<file path="src/hdl/tws_pkg.sv">
// Shared constants and control/status types of the trie word store.
`default_nettype none
package tws_pkg;

	localparam int NODE_COUNT_DEF = 1024;
	localparam int ALPHABET_DEF   = 26;

	// operation codes of an item
	localparam logic [1:0] KIND_INSERT = 2'd0;
	localparam logic [1:0] KIND_SEARCH = 2'd1;
	localparam logic [1:0] KIND_DELETE = 2'd2;

	// result status codes
	localparam logic [1:0] ST_OK           = 2'd0;
	localparam logic [1:0] ST_NOT_FOUND    = 2'd1;
	localparam logic [1:0] ST_POOL_FULL    = 2'd2;
	localparam logic [1:0] ST_EMPTY_DELETE = 2'd3;

	typedef struct packed {
		logic clr_step;  // clear one child entry
		logic accept;    // item transfer, child read issued
		logic link;      // follow or allocate the child
		logic mark_rd;   // read word mark of the end node
		logic finish;    // produce result, reset walk
	} tws_cmd_t;

	typedef struct packed {
		logic clr_last;   // clearing pass on its final entry
		logic letter_ok;  // incoming letter inside the alphabet
		logic walk_stop;  // walk failed or pool ran out
		logic item_last;  // held item ends the word
		logic out_busy;   // result register full and stalled
	} tws_stat_t;

endpackage
`default_nettype wire

</file>
<file path="src/hdl/tws_ctrl.sv">
// Sequencer of the trie word store: clearing pass and per-item steps.
`default_nettype none
module tws_ctrl
	import tws_pkg::*;
(
	input  wire logic      clk,
	input  wire logic      arst_n,
	input  wire logic      item_valid,
	output logic           item_stall,
	input  wire logic      has_letter,
	input  wire logic      last,
	input  wire tws_stat_t stat,
	output tws_cmd_t       cmd
);

	typedef enum logic [2:0] {
		S_CLEAR,
		S_IDLE,
		S_LINK,
		S_MARK,
		S_FINISH
	} state_t;

	state_t state_q;
	state_t state_d;
	logic   stall_q;
	logic   accept;

	assign accept     = (state_q == S_IDLE) && item_valid;
	assign item_stall = stall_q;

	always_comb begin
		cmd          = '0;
		cmd.clr_step = (state_q == S_CLEAR);
		cmd.accept   = accept;
		cmd.link     = (state_q == S_LINK);
		cmd.mark_rd  = (state_q == S_MARK);
		cmd.finish   = (state_q == S_FINISH) && !stat.out_busy;
	end

	always_comb begin
		state_d = state_q;
		case (state_q)
			S_CLEAR: begin
				if (stat.clr_last) state_d = S_IDLE;
			end
			S_IDLE: begin
				if (accept) begin
					if (has_letter && stat.letter_ok && !stat.walk_stop) state_d = S_LINK;
					else if (last) state_d = S_MARK;
				end
			end
			S_LINK: begin
				state_d = stat.item_last ? S_MARK : S_IDLE;
			end
			S_MARK: begin
				state_d = S_FINISH;
			end
			S_FINISH: begin
				if (!stat.out_busy) state_d = S_IDLE;
			end
			default: begin
				state_d = S_IDLE;
			end
		endcase
	end

	always_ff @(posedge clk or negedge arst_n) begin
		if (!arst_n) begin
			state_q <= S_CLEAR;
			stall_q <= 1'b1;
		end else begin
			state_q <= state_d;
			stall_q <= (state_d != S_IDLE);
		end
	end

endmodule
`default_nettype wire

</file>
<file path="config.mk">
export PLATFORM = sky130hd
export DESIGN_NAME = tws_ctrl
export DESIGN_NICKNAME = d
export VERILOG_FILES = /design/src/hdl/tws_pkg.sv /design/src/hdl/tws_ctrl.sv
export SDC_FILE = /design/constraint.sdc
export NUM_CORES = 1
export LEC_CHECK = 0
export BUFFER_PORTS_ARGS = -buffer_cell sky130_fd_sc_hd__clkbuf_2
export CORE_AREA = 2 2 39 41
export CTS_CLUSTER_SIZE = 14
export DETAILED_ROUTE_END_ITERATION = 10
export DIE_AREA = 0 0 41 43
export GPL_TIMING_DRIVEN = 0
export SKIP_CTS_REPAIR_TIMING = 1
export SLEW_MARGIN = 5
export SYNTH_ARGS = -nofsm -noshare
export SYNTH_HDL_FRONTEND = slang
export SYNTH_SLANG_ARGS = --single-unit
</file>
<file path="constraint.sdc">
create_clock -name clk -period 2.4 [get_ports clk]
set_input_delay 0.12 -clock clk [delete_from_list [all_inputs] [get_ports clk]]
set_output_delay 0.12 -clock clk [all_outputs]
set_load 0.005 [all_outputs]
</file>
# --- Yosys cells after proc, flatten, opt, wreduce, memory -nomap -nowiden ---
# Index checks and enable logic that the tools add are counted.
totals:
  inputBits: 10
  rom_bits: 0
  latch_bits: 0
  ramBits: 0
  n_memories: 0
  reg_bits: 4
classes:
  reduce_logical: 7
  multipliers: 0
  order_cmp: 0
  n_mux: 7
  bitwise_logic: 0
  div: 0
  n_shift: 0
  eq_ne: 5
  addsub: 0
ops:
  columns: ["operator", "n"]
  rows:
  - ["2-to-1 mux 3 bit", 5]
  - ["one-hot mux 3 bit (5 select lines)", 1]
  - ["== test 3 x 2 -> 1 bit (second input constant)", 2]
  - ["logical AND 1 bit", 4]
  - ["== test 3 x 1 -> 1 bit (second input constant)", 1]
  - ["== test 3 bit (second input constant)", 1]
  - ["zero test 3 bit", 1]
  - ["inequality test 3 x 1 -> 1 bit (second input constant)", 1]
  - ["zero test 1 bit", 2]
  - ["2-to-1 mux 2 bit", 1]

# --- Longest topological paths before layout ---
logic_depth:
  word_depth: 6
  depth_mapped: 5
  mapped_depth_nobuf: 4

# --- Worst setup path before layout ---
# OpenSTA, ideal clock, no wires.
synth_path:
  kind: "register to register"
  start: "reg state_q[2]"
  end: "reg stall_q, in the netlist item_stall"
  path_slack_ns: 1.385
  t_required_ns: 2.336
  setup_ns: 0.064
  arrival_time_ns: 0.951
  path_stages_with_launch: 5
  path_buffers: 1
  period_less_slack_ns: 1.015
  path_cell_list: "dfrtp_1 -> buf_6 -> nor4_1 -> a211oi_2 -> nand3_1"
synth_between:
  elab_chain_len: 5
synth_lines:
  columns: ["element", "line", "rtl"]
  rows:
  - ["start, declared", "tws_ctrl.sv:24", "state_t state_q;"]
  - ["start signal, assigned", "tws_ctrl.sv:73", "state_q <= state_d;"]
  - ["== test 3 x 1 -> 1 bit", "tws_ctrl.sv:29, tws_ctrl.sv:43", null]
  - ["logical AND 1 bit", "tws_ctrl.sv:29", "assign accept = (state_q == S_IDLE) && item_valid;"]
  - ["2-to-1 mux 3 bit", "tws_ctrl.sv:48", "if (accept) begin"]
  - ["one-hot mux 3 bit (5 select lines) (*)", "tws_ctrl.sv:43", "case (state_q)"]
  - ["named net state_d[0]", "tws_ctrl.sv:25", "state_t state_d;"]
  - ["inequality test 3 x 1 -> 1 bit (*)", "tws_ctrl.sv:74", "stall_q <= (state_d != S_IDLE);"]
  - ["end signal, assigned", "tws_ctrl.sv:74", null]
  - ["end, declared", "tws_ctrl.sv:26", "logic stall_q;"]
# The timed path passes the listed nets; every way through them passes the cells marked *.

# --- Worst setup path after layout ---
layout_path:
  start: "reg state_q[2]"
  end: "out cmd[3] (netlist name)"
layout_between:
  elab_chain_len: 2
layout_lines:
  columns: ["element", "line", "rtl"]
  rows:
  - ["== test 3 x 1 -> 1 bit", "tws_ctrl.sv:29", null]
  - ["logical AND 1 bit", "tws_ctrl.sv:29", null]
  - ["end, declared", "tws_ctrl.sv:13", "output tws_cmd_t cmd"]
# No other way between the ends.

==> flow_summary.json <==
{
  "path_max_fanout": 9,
  "postRouteAntennaNets": 0,
  "grt_antenna_before_repair": 0,
  "total_routing_usage_gr": 0.07972,
  "grt_start_max_net_pins": 10,
  "timing.critical_path.required_ns": 2.28,
  "power.static_leakage_nw": 0.1825,
  "route.met2.wl_microns": 289,
  "rsz0062_at_grt": "no",
  "avgViaCountPerCell": 3.951,
  "fin_crit_sh": 0.5571,
  "via_count": 241,
  "detail_route.iter0.violations": 4,
  "areaGrowthSynthToFinish_pct": 58.01,
  "met3WireLength_microns": 53,
  "layout_common_cells": "sky130_fd_sc_hd__clkbuf_2 (15), sky130_fd_sc_hd__nand2_1 (6), sky130_fd_sc_hd__nor2_1 (3), sky130_fd_sc_hd__clkbuf_4 (3), sky130_fd_sc_hd__dfrtp_1 (3)",
  "via_count_of_the_first_global_routing_pass": 237,
  "power.density_cell_area_mw_per_mm2": 1057,
  "type_of_origin_of_the_critical_path": "register",
  "cts_made_buffers": 3,
  "routabilityCongestion": 0.7299,
  "max-clock-path-buffers": 2,
  "routedLengthMet1_microns": 220,
  "vdd_drop_max_uv": 380.1,
  "setup_viol_count_final": 0,
  "netlist_instances": 25,
  "final-hold-violation-count": 0,
  "max-slew-margin-rel": 0.7510,
  "route.detailed.wl_per_inst_microns": 9.246,
  "timing_worst_slew_pin_value_ns": 0.3701,
  "clock_tree_root_driver_cell": "sky130_fd_sc_hd__clkbuf_4",
  "post_dp_cell_area_sq_um": 321.6,
  "placementRows": 14,
  "fmax_mhz": 747.9,
  "cts_sinks": 4,
  "chipWidth_microns": 41,
  "ratio_of_cells_with_drive_above_1_in_the_final_layout": 0.5111,
  "clkLatencyLatePin_ns": 0.25,
  "cts_tree": "done",
  "detailed_router_iteration_count_before_antenna_repair": 2,
  "insertedDiodeCount": 0,
  "ioPinCount": 16,
  "status": "complete, no violations",
  "port_buffers": 15,
  "layout_min_cycle_time_ns": 1.337,
  "ys_types": 15,
  "cp.arrival_ns": 1.22,
  "timing.hold.worst.class": "input port to register",
  "nNetsFinal": 56,
  "end_kind": "output pin",
  "timing.clock.skew_ns": 0.01422,
  "critical_path_class": "register to output pin",
  "die_height_microns": 43,
  "fin_setup_tns_ns": 0,
  "synth.net_count": 35,
  "yosysWarningCount": 0,
  "fin_area_sq_um": 357.8,
  "h-tree-depth": 1,
  "floorplan.initialDensity": 0.1637,
  "postLayoutSetupSlackWorst_ns": 1.063,
  "highest-signal-layer": "met3",
  "layout_commonest_cell": "sky130_fd_sc_hd__clkbuf_2",
  "design.die.area_sq_mm": 0.001763,
  "floorplan_core_area_sq_mm": 0.001384,
  "routed_wl_microns": 564,
  "cts.reportedPaths.clkPinSlew_ns": 0.05,
  "grt_pass1_wl_microns": 876,
  "route.detailed.drc": 0,
  "synthesis.area_per_instance_sq_um": 9.059,
  "synth-seq-cells": 4,
  "total_gr_overflow": 0,
  "detailedPlace.worstSlack_ns": 1.277,
  "drv_cap": 0,
  "synthesis.area_sq_um": 226.5,
  "synth-seq-area-share": 0.4475,
  "timing.final.max_slew_violations": 0
}
## cell families after synthesis
| logic type | Yosys count | share of synthesized area |
|---|---|---|
| AO/OA/AOI/OAI | 4 | 0.1381 |
| buffers and inverters | 2 | 0.08288 |
| flip-flops | 4 | 0.4475 |
| AND/OR/NAND/NOR | 15 | 0.3315 |
## path summary, 6_finish.rpt
kind | startpoint | end | slack (ns) | depth (start not counted)
setup / recovery | state_q[2]$_DFF_PN0_ | cmd[3] | 1.06 | 4
hold / removal | stat[1] | state_q[1]$_DFF_PN0_ | 0.08 | 3
setup reg to reg | state_q[2]$_DFF_PN0_ | item_stall$_DFF_PN1_ | 1.23 | 4
hold reg to reg | state_q[2]$_DFF_PN0_ | state_q[2]$_DFF_PN0_ | 0.63 | 2
max in group asynchronous | arst_n | item_stall$_DFF_PN1_ | 1.97 | 2
min in group asynchronous | arst_n | state_q[2]$_DFF_PN0_ | 0.21 | 2
## cell type report
class | count | area, sq um
well taps | 16 | 20.02
flip-flops and latches | 4 | 101.3
repair buffers | 16 | 85.08
multi-input cells | 19 | 106.4
fillers | 165 | 1026
clock buffers | 4 | 26.28
plain buffers | 2 | 18.77
## through the flow
step	cells	util	hold slack, ns	total power, mW
6_report	61	0.2586	0.08269	0.3782
5_1_grt	61	0.2586	0.08718	0.4110
4_1_cts	60	0.2514	-0.3317	0.3854
3_5_place_dp	56	0.2324	-0.06606	0.2845
3_3_place_gp	56	0.2324	-0.07238	0.2813
2_1_floorplan	25	-	-0.1756	0.2251
## worst max-delay path, stage by stage (launching register included)
cell and delay [ns]:
sky130_fd_sc_hd__dfrtp_1 0.37, sky130_fd_sc_hd__buf_6 0.13, sky130_fd_sc_hd__nor3_1 0.23, sky130_fd_sc_hd__buf_4 0.15
sky130_fd_sc_hd__clkbuf_2 0.10
## sequential cells by signal, indices dropped and copies added (netlist names)
signal      cells
state_q         3
item_stall      1
## synthesized netlist by cell type
library cell / number / area share
sky130_fd_sc_hd__buf_4: 1 / 0.033
sky130_fd_sc_hd__nand2_1: 6 / 0.099
sky130_fd_sc_hd__nand3_1: 1 / 0.022
sky130_fd_sc_hd__nor4_1: 1 / 0.028
sky130_fd_sc_hd__buf_6: 1 / 0.050
sky130_fd_sc_hd__o21ai_0: 1 / 0.022
sky130_fd_sc_hd__nor2_1: 3 / 0.050
sky130_fd_sc_hd__a31o_1: 1 / 0.039
sky130_fd_sc_hd__and3b_4: 1 / 0.055
sky130_fd_sc_hd__dfstp_2: 1 / 0.12
sky130_fd_sc_hd__a211oi_2: 1 / 0.055
sky130_fd_sc_hd__o21ai_1: 1 / 0.022
sky130_fd_sc_hd__dfrtp_1: 3 / 0.33
sky130_fd_sc_hd__nor3_1: 2 / 0.044
sky130_fd_sc_hd__nor3b_1: 1 / 0.033
## where the power goes
part / total (mW) / switching, mW / internal (mW)
registers: 0.123 / 0.0222 / 0.101
logic: 0.159 / 0.0736 / 0.0850
clock network: 0.0962 / 0.0335 / 0.0627
## metal layers
| layer | GRT usage | up-vias |
|---|---|---|
| li1 | - | 125 |
| met1 | 0.07190 | 104 |
| met2 | 0.1219 | 12 |
| met3 | 0.01571 | 0 |
| met4 | 0.1000 | 0 |
| met5 | 0 | - |
Power figures use the tool's default switching activity.
